[src/assert_macros.svh]
// Assertion macros shared by the deframer queue RTL.
`ifndef ASSERT_MACROS_SVH
`define ASSERT_MACROS_SVH

`ifndef SYNTHESIS

// Property checked on every clock edge outside reset.
`define LPDQ_ASSERT(lbl, clk, rstn, prop, msg) \
  lbl: assert property (@(posedge clk) disable iff (!(rstn)) (prop)) else $error(msg);

// Plain invariant, written as a condition.
`define LPDQ_INVARIANT(lbl, clk, rstn, cond, msg) \
  lbl: assert property (@(posedge clk) disable iff (!(rstn)) (cond)) else $error(msg);

`else

`define LPDQ_ASSERT(lbl, clk, rstn, prop, msg)
`define LPDQ_INVARIANT(lbl, clk, rstn, cond, msg)

`endif

`endif

[src/lpdq_ram.sv]
// Generic single-write, single-read RAM with registered read data.
`default_nettype none

module lpdq_ram #(
  parameter int unsigned WIDTH = 8,
  parameter int unsigned DEPTH = 256
) (
  input  wire logic                     clk_i,
  input  wire logic                     we_i,
  input  wire logic [$clog2(DEPTH)-1:0] waddr_i,
  input  wire logic [WIDTH-1:0]         wdata_i,
  input  wire logic                     re_i,
  input  wire logic [$clog2(DEPTH)-1:0] raddr_i,
  output logic      [WIDTH-1:0]         rdata_o
);

  logic [WIDTH-1:0] mem_q [DEPTH];

  always_ff @(posedge clk_i) begin
    if (we_i) begin
      mem_q[waddr_i] <= wdata_i;
    end
  end

  always_ff @(posedge clk_i) begin
    if (re_i) begin
      rdata_o <= mem_q[raddr_i];
    end
  end

endmodule

`default_nettype wire

[config.mk]
export PLATFORM = sky130hd
export DESIGN_NAME = lpdq_ram
export DESIGN_NICKNAME = d
export VERILOG_FILES = /design/src/assert_macros.svh /design/src/lpdq_ram.sv
export SDC_FILE = /design/constraint.sdc
export NUM_CORES = 2
export LEC_CHECK = 0
export ABC_AREA = 1
export BUFFER_PORTS_ARGS = -buffer_cell sky130_fd_sc_hd__buf_2
export CAP_MARGIN = 20
export CORE_MARGIN = 2
export CORE_UTILIZATION = 45
export CTS_BUF_LIST = sky130_fd_sc_hd__clkbuf_8
export DETAILED_ROUTE_END_ITERATION = 16
export MAX_ROUTING_LAYER = met4
export PLACE_DENSITY = 0.61
export REMOVE_ABC_BUFFERS = 1
export SETUP_SLACK_MARGIN = 0.5
export SLEW_MARGIN = 10
export SYNTH_ARGS = -nofsm -noshare
export SYNTH_HDL_FRONTEND = slang
export SYNTH_SLANG_ARGS = --single-unit
[constraint.sdc]
create_clock -name clk_i -period 3.25 [get_ports clk_i]
set_input_delay 0.325 -clock clk_i [delete_from_list [all_inputs] [get_ports clk_i]]
set_output_delay 0.325 -clock clk_i [all_outputs]
set_load 0.05 [all_outputs]
==> results.md <==
* CP max stage delay at 0.82 ns
* Register area share after synthesis at 74.0%
* Drt first pass iters at 5
* Internal at roughly 40 mW
* Max-slew violations at 0
* Tightest Hold Check Type: in -> reg
* Cells after Synth at between 7000 and 8000
* Setup TNS at 0 ns
* Antenna-violating nets left at 0
* Max-cap violations at 0
* Antenna violations before repair at 7
* Leakage power at 33.4 nW
* Xor/xnor cell area share of the yosys netlist at 0%
* Vias in the first global route at 53500
* Net switching power at 12.6 mW
* CTS H-tree depth at 5
* Synth Cell Area at 0.0835 sq mm
* Root buffer cell: clkbuf_8
* Crit path DAT at 3.23 ns
* Final setup fails at 0
* First-pass GRT wire length at 347000 um
* Final Cycle Share at 80.1%
* # DRC at 0
* Total wire length at 234000 um
* GRT overflow at 0
* Vias post-DR at between 50000 and 60000
* Final hold vios at 0
* Sequential share of power at 55.4%
* Vias per inst at 5.58
* Row Count at roughly 160
* Clk pin slew, worst setup/hold paths at around 0.06 ns
* Final core utilization at 50.9%
* Clock Skews at 0.0829 ns
* Total CTS buffers at 341
* Max VDD drop at 0.000356 V
* Gate power share at 6.7%
* Kind of critical path: in -> reg
* Adder-cell area share of the yosys netlist at 0%
* CTS tree: done
* Die height at 435 um
* Top Ports at 35
* Slew margin rel. at 36.3%
* Synth Register Bits at between 2000 and 2500
* Switching Share at 23.9%
* Post-synth top area cell: edfxtp_1
* Die Area at 0.189 sq mm
* Routability cong. at 0.878
* Die W at 435 um
* Worst setup margin at ~0.65 ns
* Share of layout cells above drive strength 1 at 10.3%
* CP Launch Type: input port
* Pin count of the biggest net entering global routing at 106
* Ys Warns at 0
* Status: finished, final reports clean
* Synth area leaders: edfxtp_1 74%, nand3_1 12%, nand2_1 9.5%
* Crit. End Element: flip-flop
* Critical Path Most Common Cell: nor2_1
* Slowest CP cell: nor2_1
* Max Clk Rate at ~380 MHz
* Clock power frac at 37.8%
* DP HPWL at 136000 um
* PwrDens at 561 mW/mm^2
* Worst-Margin Slew at between 0.9 and 1 ns
* Worst skew pair latency at 1.05 ns
* Synth Area in Simple Gates at between 20 and 25%
* Core area at 0.185 sq mm
* Critical Path, Cell by Cell: dlygate4sd3_1 > buf_2 > inv_1 > nor2_1 > nand2_1 > nor2_1
* Wirelength per Cell at about 23 um
* Final nets at 7291
* Syn Area/Cell at 11.9 sq um
* P&R area growth vs syn at 12.7%
* CTS Buffer Depth at 4
* Overall power at around 53 mW
* Most frequent cells in the layout: 2120 x nand2_1, 2056 x edfxtp_1, 2018 x nand3_1
* Post-synthesis mux area share at 0%
* CP Max Fanout at 16
* Initial Util at around 45%
* RSZ-0062 raised after global routing: false
* CTS Sinks at 2056
* Synth Area in Compound Gates at 0%
* Starting DRT DRC Count at 6827
* Synth unique cells at 13
* Area share of the largest cell type after synthesis at about three quarters
* Most common cell after layout, fill and taps aside: nand2_1
* Minimum clock period at 2.60 ns
* Buffers on Ports at 34
* DP Worst Slack at -0.0189 ns
* GRT Resource Usage Total at 25.2%
* Required @ worst endpoint at 3.88 ns
* Largest family of logic cells by synthesized area: simple AND/OR/NAND/NOR gates
## kinds of logic (layout without fill, tap and decap cells)
kind of cell | after synthesis | after routing
buffers and inverters | 522 | 1016
other | 0 | 4
flip-flops | 2056 | 2056
AND/OR/NAND/NOR | 4425 | 4425
## flip-flops by register name, indices dropped and copies added (netlist names)
signal	cells
mem_q	2048
rdata_o	8
## final timing paths
path / startpoint / end / slack [ns] / depth (start not counted)
worst max-delay path: waddr_i[5] / mem_q[231][3] / 0.65 / 6
worst max register to register: mem_q[171][7] / rdata_o[7] / 1.20 / 10
worst min-delay path: waddr_i[1] / mem_q[182][5] / 0.11 / 5
worst min register to register: mem_q[55][1] / rdata_o[1] / 1.06 / 10
## timing repair
item / 4_1_cts / 5_1_grt
endpoints found under the hold margin: 821 / 0
hold buffers: 14 / 0
setup buffers: 0 / 0
endpoints found under the setup margin: 0 / 80
gates resized for setup: 0 / 1
## layer usage
| metal | wire length, um | part of all wire [%] | vias to the layer above | track usage [%] |
|---|---|---|---|---|
| li1 | - | - | 25400 | - |
| met1 | 96400 | 41 | 27300 | 34.0 |
| met2 | 110000 | 47 | 2599 | 38.5 |
| met3 | 19600 | 8.3 | 471 | 4.18 |
| met4 | 8300 | 3.5 | 0 | 9.23 |
| met5 | 0 | 0 | - | - |
## power groups by stage
stage	sequential, mW	clock, mW	combinational, mW
detailed placement	29.8	0	3.51
CTS	29.3	20.3	3.53
global route	29.3	21.4	3.81
floorplan	29.9	0	1.54
global placement	29.8	0	3.48
finish	29.3	20.0	3.55
## cell type report
type	count	area (sq um)
Clock buffer	348	4790
Inverter	39	180
Tap cell	2480	3100
Antenna cell	4	10.0
Clock inverter	228	956
Timing Repair Buffer	401	4130
Fill cell	15900	90800
Sequential cell	2056	61700
Multi-Input combinational cell	4425	19100
## metrics by stage
stage	hold WS, ns	area (sq um)	cells
final	0.106	94100	9981
after global routing	0.103	94100	9980
after CTS	0.00529	94000	9977
after detailed placement	0.724	88200	9387
after global placement	0.729	88200	9387
after floorplan	0.424	81000	6520
## synth_stat cells
master / count
nand2_1: 2123
edfxtp_1: 2056
nand3_1: 2019
nor2_1: 283
buf_2: 268
clkbuf_1: 112
buf_4: 46
buf_1: 40
inv_1: 36
buf_6: 16
inv_2: 2
buf_8: 1
inv_4: 1
## critical path: cells and delay by family
kind / cells / cell delay [ns]
and+or+nand+nor: 3 / 2.17
buffers and inverters: 3 / 0.71
Note: power is estimated with default switching activity, not from simulation.
