==> src/assert_macros.svh <==
// Assertion macros shared by the deframer queue RTL.
`ifndef ASSERT_MACROS_SVH
`define ASSERT_MACROS_SVH

`ifndef SYNTHESIS

// Property checked on every clock edge outside reset.
`define LPDQ_ASSERT(lbl, clk, rstn, prop, msg) \
  lbl: assert property (@(posedge clk) disable iff (!(rstn)) (prop)) else $error(msg);

// Plain invariant, written as a condition.
`define LPDQ_INVARIANT(lbl, clk, rstn, cond, msg) \
  lbl: assert property (@(posedge clk) disable iff (!(rstn)) (cond)) else $error(msg);

`else

`define LPDQ_ASSERT(lbl, clk, rstn, prop, msg)
`define LPDQ_INVARIANT(lbl, clk, rstn, cond, msg)

`endif

`endif

==> src/lpdq_pkg.sv <==
// Package: constants, codes and types of the packet deframer queue.
`default_nettype none

package lpdq_pkg;

  localparam int unsigned QUEUE_DEPTH = 16384;
  localparam int unsigned ADDR_W      = $clog2(QUEUE_DEPTH);
  localparam int unsigned CNT_W       = $clog2(QUEUE_DEPTH + 1);
  localparam int unsigned LEN_W       = 16;
  localparam int unsigned BYTE_W      = 8;
  localparam int unsigned CMP_W       = ((CNT_W > LEN_W) ? CNT_W : LEN_W) + 1;
  localparam int unsigned STATUS_W    = 3;
  localparam int unsigned COUNT_OUT_W = 15;

  localparam logic [LEN_W-1:0] MAX_LEN_RESET = 16'd8205;
  localparam logic [LEN_W-1:0] MIN_LEN       = 16'd2;

  localparam logic KIND_RX   = 1'b0;
  localparam logic KIND_READ = 1'b1;

  typedef enum logic [STATUS_W-1:0] {
    ST_TAKEN   = 3'd0,
    ST_COMMIT  = 3'd1,
    ST_DROP    = 3'd2,
    ST_CORRUPT = 3'd3,
    ST_READ    = 3'd4,
    ST_EMPTY   = 3'd5
  } status_e;

  typedef enum logic [1:0] {
    PH_LEN_LO = 2'd0,
    PH_LEN_HI = 2'd1,
    PH_BODY   = 2'd2
  } phase_e;

  // Request from the top level into the ring control.
  typedef struct packed {
    logic              rx_en;
    logic              pop;
    logic [BYTE_W-1:0] rx_byte;
  } ctl_req_t;

  // Ring write port.
  typedef struct packed {
    logic              en;
    logic [ADDR_W-1:0] addr;
    logic [BYTE_W-1:0] data;
  } ring_wr_t;

  // Request state carried to the read-data stage.
  typedef struct packed {
    status_e                status;
    logic [COUNT_OUT_W-1:0] committed;
  } item_t;

  function automatic logic [ADDR_W-1:0] ptr_adv(input logic [ADDR_W-1:0] ptr);
    logic [ADDR_W-1:0] nxt;
    if (ptr == ADDR_W'(QUEUE_DEPTH - 1)) begin
      nxt = '0;
    end else begin
      nxt = ptr + 1'b1;
    end
    return nxt;
  endfunction

endpackage

`default_nettype wire

==> src/lpdq_if.sv <==
// Valid/ready channel interfaces of the deframer queue.
`default_nettype none


interface lpdq_out_if;
  logic        valid;
  logic        ready;
  logic [2:0]  status;
  logic [7:0]  read_data;
  logic        last_of_report;
  logic [14:0] committed_bytes;

  modport source (output valid, output status, output read_data, output last_of_report,
                  output committed_bytes, input ready);
  modport sink   (input valid, input status, input read_data, input last_of_report,
                  input committed_bytes, output ready);
endinterface

`default_nettype wire

==> src/lpdq_out.sv <==
// Read-data stage, report framing of popped bytes, and output register.
`default_nettype none
`include "assert_macros.svh"

module lpdq_out (
  input  wire logic                          clk_i,
  input  wire logic                          rst_ni,
  input  wire logic                          acc_i,
  input  wire lpdq_pkg::item_t               item_i,
  input  wire logic [lpdq_pkg::BYTE_W-1:0]   rdata_i,
  output logic                               ready_o,
  lpdq_out_if.source                         out_o
);

  logic                        s1_valid_q;
  lpdq_pkg::item_t             s1_item_q;
  logic                        load_out;
  logic                        is_read;

  lpdq_pkg::phase_e            rphase_q, rphase_d;
  logic [lpdq_pkg::BYTE_W-1:0] rlo_q, rlo_d;
  logic [lpdq_pkg::LEN_W-1:0]  rleft_q, rleft_d;
  logic [lpdq_pkg::LEN_W-1:0]  rlen;
  logic [lpdq_pkg::LEN_W-1:0]  rleft_dec;
  logic                        last;

  logic                          out_valid_q;
  logic [lpdq_pkg::STATUS_W-1:0] out_status_q;
  logic [lpdq_pkg::BYTE_W-1:0]   out_data_q;
  logic                          out_last_q;
  logic [lpdq_pkg::COUNT_OUT_W-1:0] out_count_q;

  assign load_out  = s1_valid_q && (!out_valid_q || out_o.ready);
  assign ready_o   = !s1_valid_q || load_out;
  assign is_read   = s1_item_q.status == lpdq_pkg::ST_READ;
  assign rlen      = {rdata_i, rlo_q};
  assign rleft_dec = rleft_q - 1'b1;

  always_comb begin
    rphase_d = rphase_q;
    rlo_d    = rlo_q;
    rleft_d  = rleft_q;
    last     = 1'b0;
    if (is_read) begin
      case (rphase_q)
        lpdq_pkg::PH_LEN_LO: begin
          rlo_d    = rdata_i;
          rphase_d = lpdq_pkg::PH_LEN_HI;
        end
        lpdq_pkg::PH_LEN_HI: begin
          rleft_d = (rlen >= lpdq_pkg::MIN_LEN) ? rlen - lpdq_pkg::MIN_LEN : '0;
          if (rlen <= lpdq_pkg::MIN_LEN) begin
            last     = 1'b1;
            rphase_d = lpdq_pkg::PH_LEN_LO;
          end else begin
            rphase_d = lpdq_pkg::PH_BODY;
          end
        end
        lpdq_pkg::PH_BODY: begin
          rleft_d = rleft_dec;
          if (rleft_dec == '0) begin
            last     = 1'b1;
            rphase_d = lpdq_pkg::PH_LEN_LO;
          end
        end
        default: begin
          rphase_d = lpdq_pkg::PH_LEN_LO;
        end
      endcase
    end
  end

  always_ff @(posedge clk_i or negedge rst_ni) begin
    if (!rst_ni) begin
      s1_valid_q  <= 1'b0;
      out_valid_q <= 1'b0;
      rphase_q    <= lpdq_pkg::PH_LEN_LO;
      rlo_q       <= '0;
      rleft_q     <= '0;
    end else begin
      if (ready_o) begin
        s1_valid_q <= acc_i;
      end
      if (load_out) begin
        out_valid_q <= 1'b1;
        rphase_q    <= rphase_d;
        rlo_q       <= rlo_d;
        rleft_q     <= rleft_d;
      end else if (out_o.ready) begin
        out_valid_q <= 1'b0;
      end
    end
  end

  always_ff @(posedge clk_i) begin
    if (ready_o && acc_i) begin
      s1_item_q <= item_i;
    end
    if (load_out) begin
      out_status_q <= s1_item_q.status;
      out_data_q   <= is_read ? rdata_i : '0;
      out_last_q   <= last;
      out_count_q  <= s1_item_q.committed;
    end
  end

  assign out_o.valid           = out_valid_q;
  assign out_o.status          = out_status_q;
  assign out_o.read_data       = out_data_q;
  assign out_o.last_of_report  = out_last_q;
  assign out_o.committed_bytes = out_count_q;

  `LPDQ_INVARIANT(a_body_left, clk_i, rst_ni, rphase_q != lpdq_pkg::PH_BODY || rleft_q != '0, "report body with no bytes left")
  `LPDQ_ASSERT(a_s1_hold, clk_i, rst_ni, s1_valid_q && !load_out |=> s1_valid_q && $stable(s1_item_q), "stalled request lost in read-data stage")

endmodule

`default_nettype wire

==> src/flat_wrapper.sv <==
// flat-port wrapper written by rule: the top's interface ports become plain ports
module lpdq_out_flat 
  (clk_i, rst_ni, acc_i, item_i, rdata_i, ready_o, out_o_valid, out_o_status, out_o_read_data, out_o_last_of_report, out_o_committed_bytes, out_o_ready);
  lpdq_out_if out_o_i ();
  input  wire logic clk_i;
  input  wire logic rst_ni;
  input  wire logic acc_i;
  input  wire lpdq_pkg::item_t item_i;
  input  wire logic [lpdq_pkg::BYTE_W-1:0] rdata_i;
  output logic ready_o;
  output wire logic [$bits(out_o_i.valid)-1:0] out_o_valid;
  output wire logic [$bits(out_o_i.status)-1:0] out_o_status;
  output wire logic [$bits(out_o_i.read_data)-1:0] out_o_read_data;
  output wire logic [$bits(out_o_i.last_of_report)-1:0] out_o_last_of_report;
  output wire logic [$bits(out_o_i.committed_bytes)-1:0] out_o_committed_bytes;
  input wire logic [$bits(out_o_i.ready)-1:0] out_o_ready;
  assign out_o_valid = out_o_i.valid;
  assign out_o_status = out_o_i.status;
  assign out_o_read_data = out_o_i.read_data;
  assign out_o_last_of_report = out_o_i.last_of_report;
  assign out_o_committed_bytes = out_o_i.committed_bytes;
  assign out_o_i.ready = out_o_ready;
  lpdq_out u_core (.clk_i(clk_i), .rst_ni(rst_ni), .acc_i(acc_i), .item_i(item_i), .rdata_i(rdata_i), .ready_o(ready_o), .out_o(out_o_i));
endmodule
==> config.mk <==
export PLATFORM = sky130hd
export DESIGN_NAME = lpdq_out_flat
export DESIGN_NICKNAME = d
export VERILOG_FILES = /design/src/lpdq_pkg.sv /design/src/lpdq_if.sv /design/src/lpdq_out.sv /design/src/flat_wrapper.sv
export VERILOG_INCLUDE_DIRS = /design/src /design/src/src
export SDC_FILE = /design/constraint.sdc
export NUM_CORES = 1
export LEC_CHECK = 0
export BUFFER_PORTS_ARGS = -buffer_cell sky130_fd_sc_hd__buf_2
export CAP_MARGIN = 20
export CORE_ASPECT_RATIO = 1.5
export CORE_MARGIN = 5
export CORE_UTILIZATION = 46
export DETAILED_ROUTE_END_ITERATION = 8
export PLACE_DENSITY = 0.71
export SETUP_SLACK_MARGIN = 0.02
export SYNTH_ARGS = -nofsm -noshare
export SYNTH_HDL_FRONTEND = slang
export SYNTH_SLANG_ARGS = --single-unit
==> constraint.sdc <==
create_clock -name clk_i -period 3.15 [get_ports clk_i]
set_input_delay 0.4725 -clock clk_i [delete_from_list [all_inputs] [get_ports clk_i]]
set_output_delay 0.4725 -clock clk_i [all_outputs]
set_load 0.005 [all_outputs]
==> results.toml <==
[route]
wl_per_cell_um = 16.4
routed-via-count = 2447
wl_um = 7420
drtAntennaViolNets = 0
via_per_inst = 5.41
firstDrtPassIters = 4
initialDrtViolationCount = 131
drc_errors = 0

[timing]
worstMarginPinSlew_ps = 746
setup_viol = 0
rsz0062_at_grt = "no"
slew_headroom_pct = 50.3
fmax_mhz = 379
fin_tns_setup_ps = 0
hold_viol_final = 0
min_period_ps = 2640
slew_viol_final = 0
period_share_pct = 83.7
finalClockSkew_ps = 12.7

[clock_network]
hold_buffers = 0
cts.sinks = 73
cts-root-buf = "clkbuf_8"
cts_setup_buffers = 0
path_clk_slew_ps = 80
numCtsBuffers = 9
cts_tree = "yes"
clock_path_buffers = 2
clock_latency_ps = 350
cts_resized = 0
h-tree-depth = 3

[synthesis]
yosysSeqAreaShare_pct = 60.6
synth_area_um2 = 3390
synth_warnings = 0
synthCells = 282
synth_top_area_share_pct = 39.9
synth_ff_type = "edfxtp_1"
synthTopCellsByCount = "edfxtp_1 (45), dfrtp_1 (28), nor2_1 (21), o21ai_0 (20), nand2_1 (18)"
synth.area.top_cells = "edfxtp_1 (40%), dfrtp_1 (21%), o21ai_0 (3.0%)"
async_flop_share_pct = 38.4
synth_cell_types = 47
synth_top_area_cell = "edfxtp_1"
synth_most_common_cell = "edfxtp_1"
syn_nets = 318
ys_ff_latch = 73
syn_avg_cell_area_um2 = 12.0
synth_edf_count = 45

[die]
initial_core_util_pct = 46.8
fp.coreArea_um2 = 7230
fp.dieW_um = 80.1
io_pins = 59
num_rows = 38
die_height_um = 115
dieArea_um2 = 9210

[worst_setup_path]
crit_top_cell = "or4b_1"
slowest_stage = "or4b_1"
critPathLaunchType = "flop"
path_class = "flop to flop"
crit_required_ps = 3370
crit_path_max_fanout = 9
cpLargestDelayFamily = "simple AND/OR/NAND/NOR gates"
end_kind = "flop"
cp_slowest_stage_delay_ps = 480
crit_buf_inv = 1
crit_chain = "inv_1, ha_1, or4b_1, nand2b_4, xnor2_1, o31a_1, or4b_1, a21oi_1"
arrival_ps = 2850

[finish]
layout.nets = 383
syn_to_final_growth_pct = 18.7
instances_no_fill = 452
antennaDiodeCount = 0
drive_gt1_share_pct = 26.7

[pwr]
power_density_nw_per_um2 = 780
p_leak_nw = 1.67
ir_worst_vdd_v = 0.000456

[placed_design]
dp.cells = 436
io_buffers = 58
place.gp.congestion = 0.905
dp_hpwl_um = 5390

[min_path]
hold_class = "input pin to asynchronous set/reset pin"

[global_routing]
antenna_found_initial = 0
track_usage_pct = 17.1
overflow = 0
grt_pass1_wl_um = 12000
grt_max_degree = 29
grt_pass1_vias = 2345

[flow_run]
cap_violations = 0

[status]
status = "complete, no violations"
flip-flops by register name, summed over array words and instances (netlist names):
| name | count |
|---|---|
| u_core.s1_valid_q | 1 |
| u_core.s1_item_q | 18 |
| u_core.rphase_q | 2 |
| u_core.rleft_q | 16 |
| u_core.out_o.valid | 1 |
| u_core.out_o.status | 3 |
| u_core.out_o.committed_bytes | 15 |
| u_core.rlo_q | 8 |
| u_core.out_o.read_data | 8 |
| u_core.out_o.last_of_report | 1 |
cell families after synthesis:
kind of cell               after synthesis  synth area share (%)
adders and majority gates                6                  2.22
and+or+nand+nor                         97                  15.7
buffers and inverters                   20                  2.70
DFF                                     73                  60.6
xor gates and xnor gates                15                  3.88
muxes                                    8                  2.66
AOI/OAI and AO/OA                       63                  12.2
worst paths after layout:
check,slack (ps),endpoint,start,cells past startpoint
worst max-delay path,510,u_core.out_o.last_of_report,u_core.rleft_q[0],8
max in group asynchronous,2560,u_core.rleft_q[12],rst_ni,1
worst max register to register,510,u_core.out_o.last_of_report,u_core.rleft_q[0],8
worst min register to register,410,u_core.out_o.committed_bytes[11],u_core.s1_item_q[11],0
min in group clk_i,290,u_core.s1_item_q[8],item_i[8],1
worst min-delay path,140,u_core.rleft_q[3],rst_ni,1
report_power, final:
group,total [mW],switching [mW],internal (mW)
logic,0.943,0.560,0.383
clock network,0.831,0.376,0.455
registers,1.36,0.167,1.19
total,3.13,1.10,2.03
final cells by class:
| class | instances | area, µm² |
|---|---|---|
| Inverter | 10 | 37.5 |
| Clock buffer | 9 | 124 |
| Sequential cell | 73 | 2050 |
| Multi-Input combinational cell | 189 | 1240 |
| Clock inverter | 7 | 103 |
| Fill cell | 662 | 3210 |
| Timing Repair Buffer | 64 | 335 |
| Tap cell | 100 | 125 |
worst reg2reg max path, stage by stage (launching register included):
cell and delay [ps]:
dfrtp_1 420, inv_1 110, ha_1 240, or4b_1 470, nand2b_4 210, xnor2_1 140
o31a_1 290, or4b_1 480, a21oi_1 150
placed cells by master (no fill, tap or decap), types with 3 or more instances in the layout:
cell type  instances
nand2_1           18
mux2_2             8
nor4_1             6
inv_1             10
xnor2_1            6
clkbuf_8           9
a21oi_1           13
nand2b_1           4
ha_1               6
buf_4              6
buf_2             58
dfrtp_1           28
o22ai_1            3
a221oi_1           4
and3_1             3
xor2_1             9
nor2_1            21
and2_1            11
o21ai_0           20
nand3_1            6
or3_1              5
nor3_1             7
nand3b_1           4
or4_1              4
edfxtp_1          45
metal layers:
layer	GRT usage, %	part of all wire (%)	vias up	routed length, µm
met5	0	0	-	0
met1	20.0	40	1155	2970
li1	-	-	1180	-
met3	3.61	5.9	18	439
met4	8.91	3.1	0	231
met2	29.2	51	94	3780
stage by stage:
step / power, mW / setup slack, ps / instance area [µm²] / utilization [%] / hold WS (ps)
after floorplan: 2.01 / 614 / 3390 / - / 177
after global placement: 2.29 / 592 / 3790 / 52.5 / 400
after detailed placement: 2.31 / 527 / 3790 / 52.5 / 405
after CTS: 3.14 / 512 / 4020 / 55.6 / 155
after global routing: 3.33 / 388 / 4020 / 55.6 / 193
final: 3.13 / 515 / 4020 / 55.6 / 144
No activity file was read; power rests on OpenSTA's default activity.
