## src/assert_macros.svh

```systemverilog
// Assertion macros shared by the deframer queue RTL.
`ifndef ASSERT_MACROS_SVH
`define ASSERT_MACROS_SVH

`ifndef SYNTHESIS

// Property checked on every clock edge outside reset.
`define LPDQ_ASSERT(lbl, clk, rstn, prop, msg) \
  lbl: assert property (@(posedge clk) disable iff (!(rstn)) (prop)) else $error(msg);

// Plain invariant, written as a condition.
`define LPDQ_INVARIANT(lbl, clk, rstn, cond, msg) \
  lbl: assert property (@(posedge clk) disable iff (!(rstn)) (cond)) else $error(msg);

`else

`define LPDQ_ASSERT(lbl, clk, rstn, prop, msg)
`define LPDQ_INVARIANT(lbl, clk, rstn, cond, msg)

`endif

`endif

```

## src/lpdq_pkg.sv

```systemverilog
// Package: constants, codes and types of the packet deframer queue.
`default_nettype none

package lpdq_pkg;

  localparam int unsigned QUEUE_DEPTH = 16384;
  localparam int unsigned ADDR_W      = $clog2(QUEUE_DEPTH);
  localparam int unsigned CNT_W       = $clog2(QUEUE_DEPTH + 1);
  localparam int unsigned LEN_W       = 16;
  localparam int unsigned BYTE_W      = 8;
  localparam int unsigned CMP_W       = ((CNT_W > LEN_W) ? CNT_W : LEN_W) + 1;
  localparam int unsigned STATUS_W    = 3;
  localparam int unsigned COUNT_OUT_W = 15;

  localparam logic [LEN_W-1:0] MAX_LEN_RESET = 16'd8205;
  localparam logic [LEN_W-1:0] MIN_LEN       = 16'd2;

  localparam logic KIND_RX   = 1'b0;
  localparam logic KIND_READ = 1'b1;

  typedef enum logic [STATUS_W-1:0] {
    ST_TAKEN   = 3'd0,
    ST_COMMIT  = 3'd1,
    ST_DROP    = 3'd2,
    ST_CORRUPT = 3'd3,
    ST_READ    = 3'd4,
    ST_EMPTY   = 3'd5
  } status_e;

  typedef enum logic [1:0] {
    PH_LEN_LO = 2'd0,
    PH_LEN_HI = 2'd1,
    PH_BODY   = 2'd2
  } phase_e;

  // Request from the top level into the ring control.
  typedef struct packed {
    logic              rx_en;
    logic              pop;
    logic [BYTE_W-1:0] rx_byte;
  } ctl_req_t;

  // Ring write port.
  typedef struct packed {
    logic              en;
    logic [ADDR_W-1:0] addr;
    logic [BYTE_W-1:0] data;
  } ring_wr_t;

  // Request state carried to the read-data stage.
  typedef struct packed {
    status_e                status;
    logic [COUNT_OUT_W-1:0] committed;
  } item_t;

  function automatic logic [ADDR_W-1:0] ptr_adv(input logic [ADDR_W-1:0] ptr);
    logic [ADDR_W-1:0] nxt;
    if (ptr == ADDR_W'(QUEUE_DEPTH - 1)) begin
      nxt = '0;
    end else begin
      nxt = ptr + 1'b1;
    end
    return nxt;
  endfunction

endpackage

`default_nettype wire

```

## src/lpdq_ctl.sv

```systemverilog
// Ring control: length parsing, pending/commit/read pointers, committed count.
`default_nettype none
`include "assert_macros.svh"

module lpdq_ctl (
  input  wire logic                             clk_i,
  input  wire logic                             rst_ni,
  input  wire logic [lpdq_pkg::LEN_W-1:0]       max_len_i,
  input  wire lpdq_pkg::ctl_req_t               req_i,
  output lpdq_pkg::status_e                     rx_status_o,
  output lpdq_pkg::ring_wr_t                    wr_o,
  output logic      [lpdq_pkg::ADDR_W-1:0]      rd_ptr_o,
  output logic      [lpdq_pkg::CNT_W-1:0]       count_o,
  output logic      [lpdq_pkg::CNT_W-1:0]       count_next_o
);

  logic [lpdq_pkg::ADDR_W-1:0] commit_q, commit_d;
  logic [lpdq_pkg::ADDR_W-1:0] pend_q, pend_d;
  logic [lpdq_pkg::ADDR_W-1:0] rd_q, rd_d;
  logic [lpdq_pkg::CNT_W-1:0]  count_q, count_d;
  lpdq_pkg::phase_e            phase_q, phase_d;
  logic [lpdq_pkg::LEN_W-1:0]  pkt_len_q, pkt_len_d;
  logic [lpdq_pkg::LEN_W-1:0]  left_q, left_d;
  logic                        drop_q, drop_d;

  logic [lpdq_pkg::LEN_W-1:0]  len_hi;
  logic [lpdq_pkg::LEN_W-1:0]  left_dec;
  logic [lpdq_pkg::CMP_W-1:0]  free_space;
  logic                        no_room;

  assign len_hi     = {req_i.rx_byte, pkt_len_q[7:0]};
  assign left_dec   = left_q - 1'b1;
  assign free_space = lpdq_pkg::CMP_W'(lpdq_pkg::QUEUE_DEPTH) - lpdq_pkg::CMP_W'(count_q);
  assign no_room    = lpdq_pkg::CMP_W'(len_hi) > free_space;

  always_comb begin
    commit_d    = commit_q;
    pend_d      = pend_q;
    rd_d        = rd_q;
    count_d     = count_q;
    phase_d     = phase_q;
    pkt_len_d   = pkt_len_q;
    left_d      = left_q;
    drop_d      = drop_q;
    wr_o        = '0;
    rx_status_o = lpdq_pkg::ST_TAKEN;

    if (req_i.rx_en) begin
      case (phase_q)
        lpdq_pkg::PH_LEN_LO: begin
          pkt_len_d = {8'h00, req_i.rx_byte};
          pend_d    = commit_q;
          // low byte lands only if the slot after the committed data is free
          if (count_q < lpdq_pkg::CNT_W'(lpdq_pkg::QUEUE_DEPTH)) begin
            wr_o.en   = 1'b1;
            wr_o.addr = commit_q;
            wr_o.data = req_i.rx_byte;
            pend_d    = lpdq_pkg::ptr_adv(commit_q);
          end
          phase_d = lpdq_pkg::PH_LEN_HI;
        end
        lpdq_pkg::PH_LEN_HI: begin
          pkt_len_d = len_hi;
          if (len_hi < lpdq_pkg::MIN_LEN || len_hi > max_len_i) begin
            rx_status_o = lpdq_pkg::ST_CORRUPT;
            pend_d      = commit_q;
            phase_d     = lpdq_pkg::PH_LEN_LO;
          end else begin
            left_d = len_hi - lpdq_pkg::MIN_LEN;
            if (no_room) begin
              rx_status_o = lpdq_pkg::ST_DROP;
              pend_d      = commit_q;
            end else begin
              wr_o.en   = 1'b1;
              wr_o.addr = pend_q;
              wr_o.data = req_i.rx_byte;
              pend_d    = lpdq_pkg::ptr_adv(pend_q);
            end
            if (len_hi == lpdq_pkg::MIN_LEN) begin
              // header-only packet
              if (!no_room) begin
                commit_d    = pend_d;
                count_d     = count_q + lpdq_pkg::CNT_W'(len_hi);
                rx_status_o = lpdq_pkg::ST_COMMIT;
              end
              drop_d  = 1'b0;
              phase_d = lpdq_pkg::PH_LEN_LO;
            end else begin
              drop_d  = no_room;
              phase_d = lpdq_pkg::PH_BODY;
            end
          end
        end
        lpdq_pkg::PH_BODY: begin
          if (!drop_q) begin
            wr_o.en   = 1'b1;
            wr_o.addr = pend_q;
            wr_o.data = req_i.rx_byte;
            pend_d    = lpdq_pkg::ptr_adv(pend_q);
          end
          left_d = left_dec;
          if (left_dec == '0) begin
            if (!drop_q) begin
              commit_d    = pend_d;
              count_d     = count_q + lpdq_pkg::CNT_W'(pkt_len_q);
              rx_status_o = lpdq_pkg::ST_COMMIT;
            end
            drop_d  = 1'b0;
            phase_d = lpdq_pkg::PH_LEN_LO;
          end
        end
        default: begin
          phase_d = lpdq_pkg::PH_LEN_LO;
        end
      endcase
    end

    if (req_i.pop) begin
      rd_d    = lpdq_pkg::ptr_adv(rd_q);
      count_d = count_q - 1'b1;
    end
  end

  always_ff @(posedge clk_i or negedge rst_ni) begin
    if (!rst_ni) begin
      commit_q  <= '0;
      pend_q    <= '0;
      rd_q      <= '0;
      count_q   <= '0;
      phase_q   <= lpdq_pkg::PH_LEN_LO;
      pkt_len_q <= '0;
      left_q    <= '0;
      drop_q    <= 1'b0;
    end else begin
      commit_q  <= commit_d;
      pend_q    <= pend_d;
      rd_q      <= rd_d;
      count_q   <= count_d;
      phase_q   <= phase_d;
      pkt_len_q <= pkt_len_d;
      left_q    <= left_d;
      drop_q    <= drop_d;
    end
  end

  assign rd_ptr_o     = rd_q;
  assign count_o      = count_q;
  assign count_next_o = count_d;

  `LPDQ_INVARIANT(a_count_bound, clk_i, rst_ni, count_q <= lpdq_pkg::CNT_W'(lpdq_pkg::QUEUE_DEPTH), "committed count above ring depth")
  `LPDQ_ASSERT(a_no_write_full, clk_i, rst_ni, wr_o.en |-> count_q < lpdq_pkg::CNT_W'(lpdq_pkg::QUEUE_DEPTH), "ring write while all entries are committed")
  `LPDQ_ASSERT(a_pop_dec, clk_i, rst_ni, req_i.pop |=> count_q == $past(count_q) - 1'b1, "pop did not take one byte off the count")
  `LPDQ_ASSERT(a_pop_nonempty, clk_i, rst_ni, req_i.pop |-> count_q != '0, "pop on empty ring")

endmodule

`default_nettype wire

```

## config.mk

```make
export PLATFORM = sky130hd
export DESIGN_NAME = lpdq_ctl
export DESIGN_NICKNAME = d
export VERILOG_FILES = /design/src/lpdq_pkg.sv /design/src/lpdq_ctl.sv
export VERILOG_INCLUDE_DIRS = /design/src /design/src/src
export SDC_FILE = /design/constraint.sdc
export NUM_CORES = 1
export LEC_CHECK = 0
export BUFFER_PORTS_ARGS = -buffer_cell sky130_fd_sc_hd__buf_2
export CAP_MARGIN = 20
export CORE_ASPECT_RATIO = 1.4
export CORE_UTILIZATION = 35
export CTS_CLUSTER_DIAMETER = 200
export CTS_CLUSTER_SIZE = 25
export DETAILED_ROUTE_END_ITERATION = 7
export SLEW_MARGIN = 20
export SYNTH_ARGS = -nofsm -noshare
export SYNTH_HDL_FRONTEND = slang
export SYNTH_SLANG_ARGS = --single-unit
```

## constraint.sdc

```tcl
create_clock -name clk_i -period 6.3 [get_ports clk_i]
set_input_delay 1.575 -clock clk_i [delete_from_list [all_inputs] [get_ports clk_i]]
set_output_delay 1.575 -clock clk_i [all_outputs]
set_load 0.005 [all_outputs]
```

==> results of run 1 <==
-- area by class of cell --
cell class / count / area (sq um)
Fill cell: 2440 / 14200
Multi-Input combinational cell: 870 / 5950
Sequential cell: 91 / 2280
Timing Repair Buffer: 128 / 723
Tap cell: 310 / 388
Clock buffer: 9 / 225
Inverter: 49 / 184
Clock inverter: 7 / 98.8
-- cell families after synthesis --
logic type	after synthesis
multiplexers	20
XOR/XNOR	83
buffers and inverters	103
adder cells (fa/ha/maj)	67
AND/OR/NAND/NOR	405
other	1
flip-flops	91
AO/OA/AOI/OAI	294
-- timing repair --
item                                    in CTS  in global routing
endpoints found under the setup margin       2                 16
pin swaps                                    0                  2
resized for setup                            1                  6
buffers inserted                             0                  3
-- how the worst min path moves through the flow --
stage / startpoint / endpoint / slack, ns / depth (start not counted)
after floorplan: pkt_len_q[10] / pkt_len_q[10] / 0.47 / 1
after global placement: pkt_len_q[12] / pkt_len_q[12] / 0.49 / 1
after detailed placement: pkt_len_q[12] / pkt_len_q[12] / 0.49 / 1
after CTS: rd_ptr_o[10] / rd_ptr_o[10] / 0.51 / 1
after global routing: pkt_len_q[12] / pkt_len_q[12] / 0.54 / 1
final: rd_ptr_o[10] / rd_ptr_o[10] / 0.51 / 1
-- state kept, by name, indices dropped and copies added, names as in the netlist --
| name | flops |
|---|---|
| left_q | 16 |
| count_o | 15 |
| pkt_len_q | 15 |
| commit_q | 14 |
| pend_q | 14 |
| rd_ptr_o | 14 |
| phase_q | 2 |
| drop_q | 1 |
-- power by group through the flow --
stage / Combinational, W / Clock [W] / Sequential [W]
finish: 0.00268 / 0.000611 / 0.00128
global route: 0.00297 / 0.000643 / 0.00133
CTS: 0.00265 / 0.000629 / 0.00127
detailed placement: 0.00263 / 0 / 0.00128
global placement: 0.00261 / 0 / 0.00127
floorplan: 0.00198 / 0 / 0.00107
-- per-stage QoR --
stage               setup TNS [ns]   util  std cells  cell area (sq um)  total power, W
finish                           0  0.409       1464               9850         0.00458
CTS                              0  0.407       1461               9800         0.00455
floorplan                        0      -       1064               8610         0.00305
detailed placement               0  0.394       1445               9470         0.00391
global placement                 0  0.394       1445               9470         0.00389
global route              -0.00973  0.409       1464               9850         0.00494
-- layout by cell type, fill, tap and decap left out, types with 11 or more instances in the layout --
master / count
xor2_1: 26
buf_2: 95
nand2b_1: 11
nand3_1: 35
xnor2_1: 57
or3_1: 11
nor4_1: 12
nand2_1: 103
a211oi_1: 11
dfrtp_1: 89
and2_1: 13
nor2_1: 83
inv_1: 47
nor3_1: 44
buf_4: 33
and3_1: 12
a21oi_1: 62
a21o_1: 11
a22oi_1: 24
o21ai_0: 61
nand4_1: 32
a221oi_1: 12
ha_1: 66
-- cell usage after synthesis, types with 4 or more instances --
cell type and n:
o21ai_2 4, clkbuf_1 43, xor2_1 26, nand2_1 104
dfrtp_1 91, nor2_1 83, nand2b_1 11, nor4_1 14
a31oi_1 4, nor3_1 45, a21oi_1 62, o221a_2 7
and4_1 5, mux2_2 8, ha_1 66, inv_1 47
o22ai_1 10, mux2_4 8, xnor2_1 57, and2_1 13
or4_4 4, a221oi_1 12, a211oi_1 11, and3_1 12
or2_2 5, o21a_1 6, a21o_1 11, a221o_1 5
o21ai_0 61, o21bai_1 4, buf_2 6, a22o_1 9
o21ai_1 8, nand4_1 32, o211ai_1 10, mux2i_1 4
a22oi_1 24, o31ai_1 9, nor3b_1 8, nor2b_1 4
or3_1 12, nand3_1 35
-- metal layers --
layer / up-vias / GRT usage / part of all wire
li1: 4108 / - / -
met1: 4063 / 0.272 / 0.42
met2: 279 / 0.390 / 0.49
met3: 70 / 0.0295 / 0.046
met4: 0 / 0.116 / 0.047
met5: - / 0 / 0
==> impl_metrics.env, run 1 <==
export IMPL_cts_root_buffer="clkbuf_16"
export IMPL_drv_cap=0
export IMPL_tritoncts="yes"
export IMPL_syn_nets=1159
export IMPL_cts_hold_buf=0
export IMPL_first_pass_iters=6
export IMPL_synth_seq_cells=91
export IMPL_clk_latency_ns=0.37
export IMPL_wire_per_inst_um=19.2
export IMPL_cp_start_kind="register"
export IMPL_min_period_over_period=0.973
export IMPL_drive_gt1_frac=0.179
export IMPL_fin_nets=1244
export IMPL_switchingPower_w=0.00226
export IMPL_worstPathCellList="inv_1 > ha_1 > nand2_2 > nor3_2 > nand2b_1 > nor2_1 > xor2_1 > ha_1 > a21oi_1 > o22ai_1 > o311a_1 > or3_4 > a21boi_4 > a21boi_4 > o21a_4 > a221o_1 > buf_2"
export IMPL_worstReg2RegEnd="commit_q[1]"
export IMPL_num_vias=8520
export IMPL_worst_slack_ns=0.173
export IMPL_numCtsBuffers=9
export IMPL_crit_buf_inv=2
export IMPL_initialDrtViolationCount=718
export IMPL_start_util=0.358
export IMPL_gp_congestion=0.937
export IMPL_crit_cells=17
export IMPL_io_pins=98
export IMPL_ys_types=84
export IMPL_slew_violations=0
export IMPL_synth_edff_count=0
export IMPL_path_class="register to output pin"
export IMPL_p_int_w=0.00232
export IMPL_ant_nets=0
export IMPL_whs_ns=0.507
export IMPL_setup_viol=0
export IMPL_worstSetupEndpoint="count_next_o[1]"
export IMPL_h_tree_depth=3
export IMPL_diodes=0
export IMPL_grt_pass1_wl_um=44100
export IMPL_synthXorXnorAreaFrac=0.0844
export IMPL_cp_required_ns=4.72
export IMPL_status="complete, no violations"
export IMPL_synth_top_family_by_area="simple AND/OR/NAND/NOR gates"
export IMPL_critPathMaxFanout=10
export IMPL_worstSetupEndpointType="output pin"
export IMPL_syn_cell_area_sq_mm=0.00861
export IMPL_die_area_sq_mm=0.0253
export IMPL_grt_pass1_vias=8105
export IMPL_die_w_um=135
export IMPL_yosys_top_cells_area="dfrtp_1 (26%), ha_1 (9.6%), xnor2_1 (5.8%)"
export IMPL_core_sq_mm=0.0241
export IMPL_hold_path_class="register to register"
export IMPL_period_minus_slack_ns=6.13
export IMPL_p_seq_frac=0.280
export IMPL_max_freq_ghz=0.163
export IMPL_grt_usage=0.226
export IMPL_clk_pin_slew_ns=0.07
export IMPL_drc=0
export IMPL_synthFlopType="dfrtp_1"
export IMPL_synth_top_area_share=0.264
export IMPL_syn_inst=1064
export IMPL_clock_skew_ns=0.00929
export IMPL_finalHoldViolations=0
export IMPL_die_height_um=188
export IMPL_cp_startpoint="count_o[0]"
export IMPL_syn2layout_area_growth_pct=14.3
export IMPL_avgSynthCellArea_sq_um=8.10
export IMPL_powerDensity_mw_per_mm2=465
export IMPL_cpPeakStageDelay_ns=0.47
export IMPL_timing_reg2reg_setup_slack_ns=1.83
export IMPL_io_buffers=96
export IMPL_ys_warn_count=0
export IMPL_grt_max_degree=58
export IMPL_post_place_ws_ns=0.227
export IMPL_seq_area_frac_synth=0.264
export IMPL_synth_compound_area_frac=0.236
export IMPL_cpMaxStageDelayCell="dfrtp_2"
export IMPL_crit_family="compound AO/OA/AOI/OAI gates"
export IMPL_dp_hpwl_um=21200
export IMPL_synth_adder_area_share=0.0982
export IMPL_sw_frac_of_total=0.494
export IMPL_worst_pin_slew_ns=0.896
export IMPL_p_leak_nw=4.30
export IMPL_clockBufferDepth=2
export IMPL_cts_sinks=91
export IMPL_worstPathArrival_ns=4.55
export IMPL_synthMuxAreaShare=0.0290
export IMPL_relSlewSlack=0.402
export IMPL_rows=67
export IMPL_reg2reg_depth=17
export IMPL_antenna_found_initial=0
export IMPL_grt_overflow=0
export IMPL_synth_simple_gate_area_share=0.239
export IMPL_irDropWorstVdd_mv=0.212
export IMPL_r2r_start="count_o[0]"
export IMPL_pwr_share_comb=0.586
export IMPL_power_share_clock=0.133
export IMPL_synthArstFlopShare=1.00
export IMPL_yosys_area_top_type="dfrtp_1"
export IMPL_wl_um=28100
export IMPL_viasPerCell=5.82
(Power assumes the default switching activity.)
==> inputs of run 2 (changes only) <==
--- a/config.mk
+++ b/config.mk
@@ -9,6 +9,7 @@
 export BUFFER_PORTS_ARGS = -buffer_cell sky130_fd_sc_hd__buf_2
 export CAP_MARGIN = 20
 export CORE_ASPECT_RATIO = 1.4
+export CORE_MARGIN = 5
 export CORE_UTILIZATION = 35
 export CTS_CLUSTER_DIAMETER = 200
 export CTS_CLUSTER_SIZE = 25
==> impl_metrics.env, run 2 (same netlist as run 1, synthesis figures left out) <==
export IMPL_cts_sinks=91
export IMPL_max_freq_ghz=0.163
export IMPL_use_met2=0.340
export IMPL_busiest_layer="met2"
export IMPL_slew_violations=0
export IMPL_worstReg2RegEnd="commit_q[1]"
export IMPL_rows=68
export IMPL_cp_required_ns=4.72
export IMPL_rsz0062_at_grt="false"
export IMPL_io_pins=98
export IMPL_fin_nets=1247
export IMPL_drv_cap=0
export IMPL_grt_met1_usage=0.252
export IMPL_clockBufferDepth=2
export IMPL_status="complete, no violations"
export IMPL_placed_cells=1452
export IMPL_wl_um=29000
export IMPL_tritoncts="yes"
export IMPL_fin_cells=1472
export IMPL_dp_hpwl_um=21900
export IMPL_syn2layout_area_growth_pct=14.7
export IMPL_cts_root_buffer="clkbuf_16"
export IMPL_final_util=0.403
export IMPL_grt_overflow=0
export IMPL_reg2reg_depth=14
export IMPL_worstPathCellList="buf_2 > or4_4 > or4_4 > or2_2 > nor3b_1 > o221ai_2 > o22ai_1 > nor3_1 > o21ai_0 > buf_2"
export IMPL_cp_startpoint="req_i[1]"
export IMPL_regMostFlops="left_q"
export IMPL_worst_pin_slew_ns=0.935
export IMPL_grt_pass1_wl_um=45800
export IMPL_drc=0
export IMPL_h_tree_depth=3
export IMPL_cts_hold_buf=0
export IMPL_cp_start_kind="input port"
export IMPL_critPathMaxFanout=6
export IMPL_fin_setup_tns_ns=0
export IMPL_grt_max_degree=60
export IMPL_ant_nets=0
export IMPL_io_buffers=96
export IMPL_finalHoldViolations=0
export IMPL_diodes=0
export IMPL_hold_path_class="register to register"
export IMPL_gp_congestion=0.942
export IMPL_die_w_um=143
export IMPL_worstPathArrival_ns=4.56
export IMPL_die_height_um=196
export IMPL_grt_usage=0.207
export IMPL_antenna_found_initial=0
export IMPL_viasPerCell=5.81
export IMPL_whs_ns=0.505
export IMPL_setup_viol=0
export IMPL_powerDensity_mw_per_mm2=463
export IMPL_num_vias=8558
export IMPL_initialDrtViolationCount=674
export IMPL_min_period_over_period=0.974
export IMPL_path_class="input port to output pin"
export IMPL_worstSetupEndpoint="count_next_o[10]"
export IMPL_first_pass_iters=6
export IMPL_r2r_start="count_o[0]"
export IMPL_layout_commonest_cell="nand2_1"
export IMPL_layout_common_cells="nand2_1 (104), buf_2 (95), dfrtp_1 (89)"
export IMPL_clock_skew_ns=0.0101
export IMPL_met3_usage=0.0284
export IMPL_cpMaxStageDelayCell="or4_4"
export IMPL_wire_per_inst_um=19.7
export IMPL_period_minus_slack_ns=6.14
export IMPL_core_sq_mm=0.0245
export IMPL_irDropWorstVdd_mv=0.228
export IMPL_clk_pin_slew_ns=0.07
export IMPL_numCtsBuffers=9
export IMPL_relSlewSlack=0.376
export IMPL_p_leak_nw=4.32
export IMPL_grt_pass1_vias=8537
export IMPL_largest_reg_flops=16
export IMPL_cpPeakStageDelay_ns=0.57
export IMPL_die_area_sq_mm=0.0279
export IMPL_timing_reg2reg_setup_slack_ns=1.80
export IMPL_start_util=0.352
export IMPL_worstSetupEndpointType="output pin"
export IMPL_clk_latency_ns=0.36
export IMPL_drive_gt1_frac=0.178
run 2: final cells by class:
type,count,area (sq um)
fill,2516,14600
multi-input combinational,870,5940
clock buffer,10,229
sequential,91,2280
timing repair buffer,131,758
clock inverter,6,88.8
inverter,49,184
tap,315,394
run 2: worst max-delay path: cells and delay by family:
family,cells,cell delay [ns]
and+or+nand+nor,5,1.71
AOI/OAI and AO/OA,3,0.91
buffers and inverters,2,0.37
run 2: metal layers:
layer,vias up,wire (um)
met5,-,0
met4,0,1960
met3,99,1500
met2,325,13700
met1,4030,11800
li1,4104,-
run 2: metrics by stage:
| stage | cell area [sq um] | power [W] | setup slack (ns) |
|---|---|---|---|
| finish | 9880 | 0.00457 | 0.164 |
| global route | 9880 | 0.00494 | 0.00264 |
| CTS | 9820 | 0.00454 | 0.0460 |
| detailed placement | 9500 | 0.00391 | 0.201 |
| global placement | 9500 | 0.00388 | 0.215 |
| floorplan | 8610 | 0.00305 | 0.842 |
run 2: how the worst min path moves through the flow:
stage | startpoint | to | slack [ns] | cells past startpoint
final | pkt_len_q[8] | pkt_len_q[8] | 0.50 | 1
after global routing | pkt_len_q[10] | pkt_len_q[10] | 0.54 | 1
after CTS | pkt_len_q[8] | pkt_len_q[8] | 0.51 | 1
after detailed placement | pkt_len_q[8] | pkt_len_q[8] | 0.49 | 1
after global placement | pkt_len_q[8] | pkt_len_q[8] | 0.49 | 1
after floorplan | pkt_len_q[10] | pkt_len_q[10] | 0.47 | 1
run 2: report_power, final:
group	leakage, nW	internal [W]	switching [W]
logic	3.01	0.00115	0.00154
clock network	0.149	0.000349	0.000253
registers	1.16	0.000814	0.000471
total	4.32	0.00231	0.00226
run 2: timing repair:
item	4_1_cts	5_1_grt
pin swaps	0	3
gates resized for setup	2	5
setup endpoints to repair	11	38
setup buffers	0	4
hold endpoints to repair	0	0
==> inputs of run 3 (changes only) <==
--- a/config.mk
+++ b/config.mk
@@ -14,7 +14,9 @@
 export CTS_CLUSTER_DIAMETER = 200
 export CTS_CLUSTER_SIZE = 25
 export DETAILED_ROUTE_END_ITERATION = 7
+export REMOVE_ABC_BUFFERS = 1
 export SLEW_MARGIN = 20
 export SYNTH_ARGS = -nofsm -noshare
 export SYNTH_HDL_FRONTEND = slang
 export SYNTH_SLANG_ARGS = --single-unit
+export TNS_END_PERCENT = 100
==> impl_metrics.env, run 3 (same netlist as run 1, synthesis figures left out) <==
export IMPL_status="complete, no violations"
export IMPL_numCtsBuffers=9
export IMPL_stdcell_area_sq_mm=0.00984
export IMPL_hold_end="rd_ptr_o[6]"
export IMPL_tritoncts="yes"
export IMPL_worst_slack_ns=0.160
export IMPL_ant_nets=0
export IMPL_clock_skew_ns=0.0139
export IMPL_dp_hpwl_um=21800
export IMPL_fin_setup_tns_ns=0
export IMPL_report_power_total_w=0.00453
export IMPL_grt_met1_usage=0.257
export IMPL_powerDensity_mw_per_mm2=460
export IMPL_clockBufferDepth=2
export IMPL_reg2reg_depth=16
export IMPL_r2r_start="count_o[0]"
export IMPL_rows=68
export IMPL_regMostFlops="left_q"
export IMPL_drive_gt1_frac=0.178
export IMPL_worstPathArrival_ns=4.56
export IMPL_wl_um=28800
export IMPL_clk_pin_slew_ns=0.07
export IMPL_cp_startpoint="req_i[6]"
export IMPL_die_area_sq_mm=0.0279
export IMPL_cts_sinks=91
export IMPL_placed_cell_area_sq_mm=0.00950
export IMPL_viasPerCell=5.76
export IMPL_p_leak_nw=4.29
export IMPL_min_period_over_period=0.975
export IMPL_cp_required_ns=4.72
export IMPL_fin_nets=1245
export IMPL_clk_latency_ns=0.36
export IMPL_syn2layout_area_growth_pct=14.2
export IMPL_worstReg2RegEnd="commit_q[6]"
export IMPL_min_path_cells=1
export IMPL_largest_reg_flops=16
export IMPL_start_util=0.352
export IMPL_busiest_layer="met2"
export IMPL_cts_root_buffer="clkbuf_16"
export IMPL_io_pins=98
export IMPL_grt_pass1_vias=8219
export IMPL_final_util=0.402
export IMPL_setup_viol=0
export IMPL_cts_hold_buf=0
export IMPL_io_buffers=96
export IMPL_met3_usage=0.0299
export IMPL_grt_overflow=0
export IMPL_layout_common_cells="nand2_1 (103), buf_2 (95), dfrtp_1 (90)"
export IMPL_relSlewSlack=0.417
export IMPL_grt_pass1_wl_um=45400
export IMPL_drv_cap=0
export IMPL_core_sq_mm=0.0245
export IMPL_irDropWorstVdd_mv=0.217
export IMPL_grt_max_degree=60
export IMPL_slew_violations=0
export IMPL_max_freq_ghz=0.163
export IMPL_post_place_ws_ns=0.239
export IMPL_layout_commonest_cell="nand2_1"
export IMPL_grt_usage=0.206
export IMPL_finalHoldViolations=0
export IMPL_timing_reg2reg_setup_slack_ns=1.87
export IMPL_antenna_found_initial=0
export IMPL_nFillCells=2529
export IMPL_first_pass_iters=5
export IMPL_wire_per_inst_um=19.6
export IMPL_period_minus_slack_ns=6.14
export IMPL_h_tree_depth=3
export IMPL_die_w_um=143
export IMPL_worst_pin_slew_ns=0.872
export IMPL_drc=0
export IMPL_use_met2=0.351
export IMPL_initialDrtViolationCount=682
export IMPL_diodes=0
export IMPL_cp_start_kind="input port"
export IMPL_critPathMaxFanout=11
export IMPL_die_height_um=196
export IMPL_worstSetupEndpointType="output pin"
export IMPL_path_class="input port to output pin"
export IMPL_num_vias=8473
export IMPL_holdCritStartpoint="rd_ptr_o[6]"
export IMPL_hold_path_class="register to register"
export IMPL_rsz0062_at_grt="false"
export IMPL_gp_congestion=0.931
[run 3: through the flow]
step	hold slack (ns)	instances
2_1_floorplan	0.470	1010
3_3_place_gp	0.480	1452
3_5_place_dp	0.485	1452
4_1_cts	0.499	1468
5_1_grt	0.533	1470
6_report	0.502	1470
[run 3: worst max-delay path, cell delays in order]
cell and delay, ns:
buf_2 0.14, ha_1 0.31, nand4_1 0.18, or3_1 0.38
nor2_1 0.19, a21oi_1 0.12, nor3b_4 0.65, a21boi_4 0.14
o21a_4 0.29, a221o_1 0.42, buf_2 0.15
[run 3: timing repair]
| action | 4_1_cts | 5_1_grt |
|---|---|---|
| endpoints found under the hold margin | 0 | 0 |
| endpoints found under the setup margin | 3 | 24 |
| resized for setup | 1 | 6 |
| setup buffers | 0 | 2 |
| pin swaps | 0 | 1 |
[run 3: layout make-up]
| class | instances | area, sq um | share of cell area |
|---|---|---|---|
| Sequential cell | 91 | 2280 | 0.232 |
| Tap cell | 315 | 394 | 0.0401 |
| Timing Repair Buffer | 129 | 731 | 0.0743 |
| Clock inverter | 7 | 75.1 | 0.00763 |
| Clock buffer | 9 | 225 | 0.0229 |
| Multi-Input combinational cell | 870 | 5950 | 0.605 |
| Inverter | 49 | 184 | 0.0187 |
[run 3: worst max path at each step]
stage	depth (start not counted)	end
finish	11	count_next_o[8]
CTS	16	count_next_o[8]
floorplan	9	count_next_o[3]
global placement	11	count_next_o[8]
global route	15	count_next_o[14]
detailed placement	11	count_next_o[8]
[run 3: layer usage]
metal	wire [um]	part of all wire	vias to the layer above
met5	0	0	-
met4	1050	0.036	0
met3	1400	0.049	53
met2	14500	0.50	307
met1	11900	0.41	4012
li1	-	-	4101
[run 3: where the power goes]
part / switching (W) / internal [W] / total, W / leakage, nW
clock network: 0.000258 / 0.000310 / 0.000568 / 0.138
logic: 0.00155 / 0.00115 / 0.00270 / 3.00
registers: 0.000445 / 0.000814 / 0.00126 / 1.16
total: 0.00226 / 0.00227 / 0.00453 / 4.29
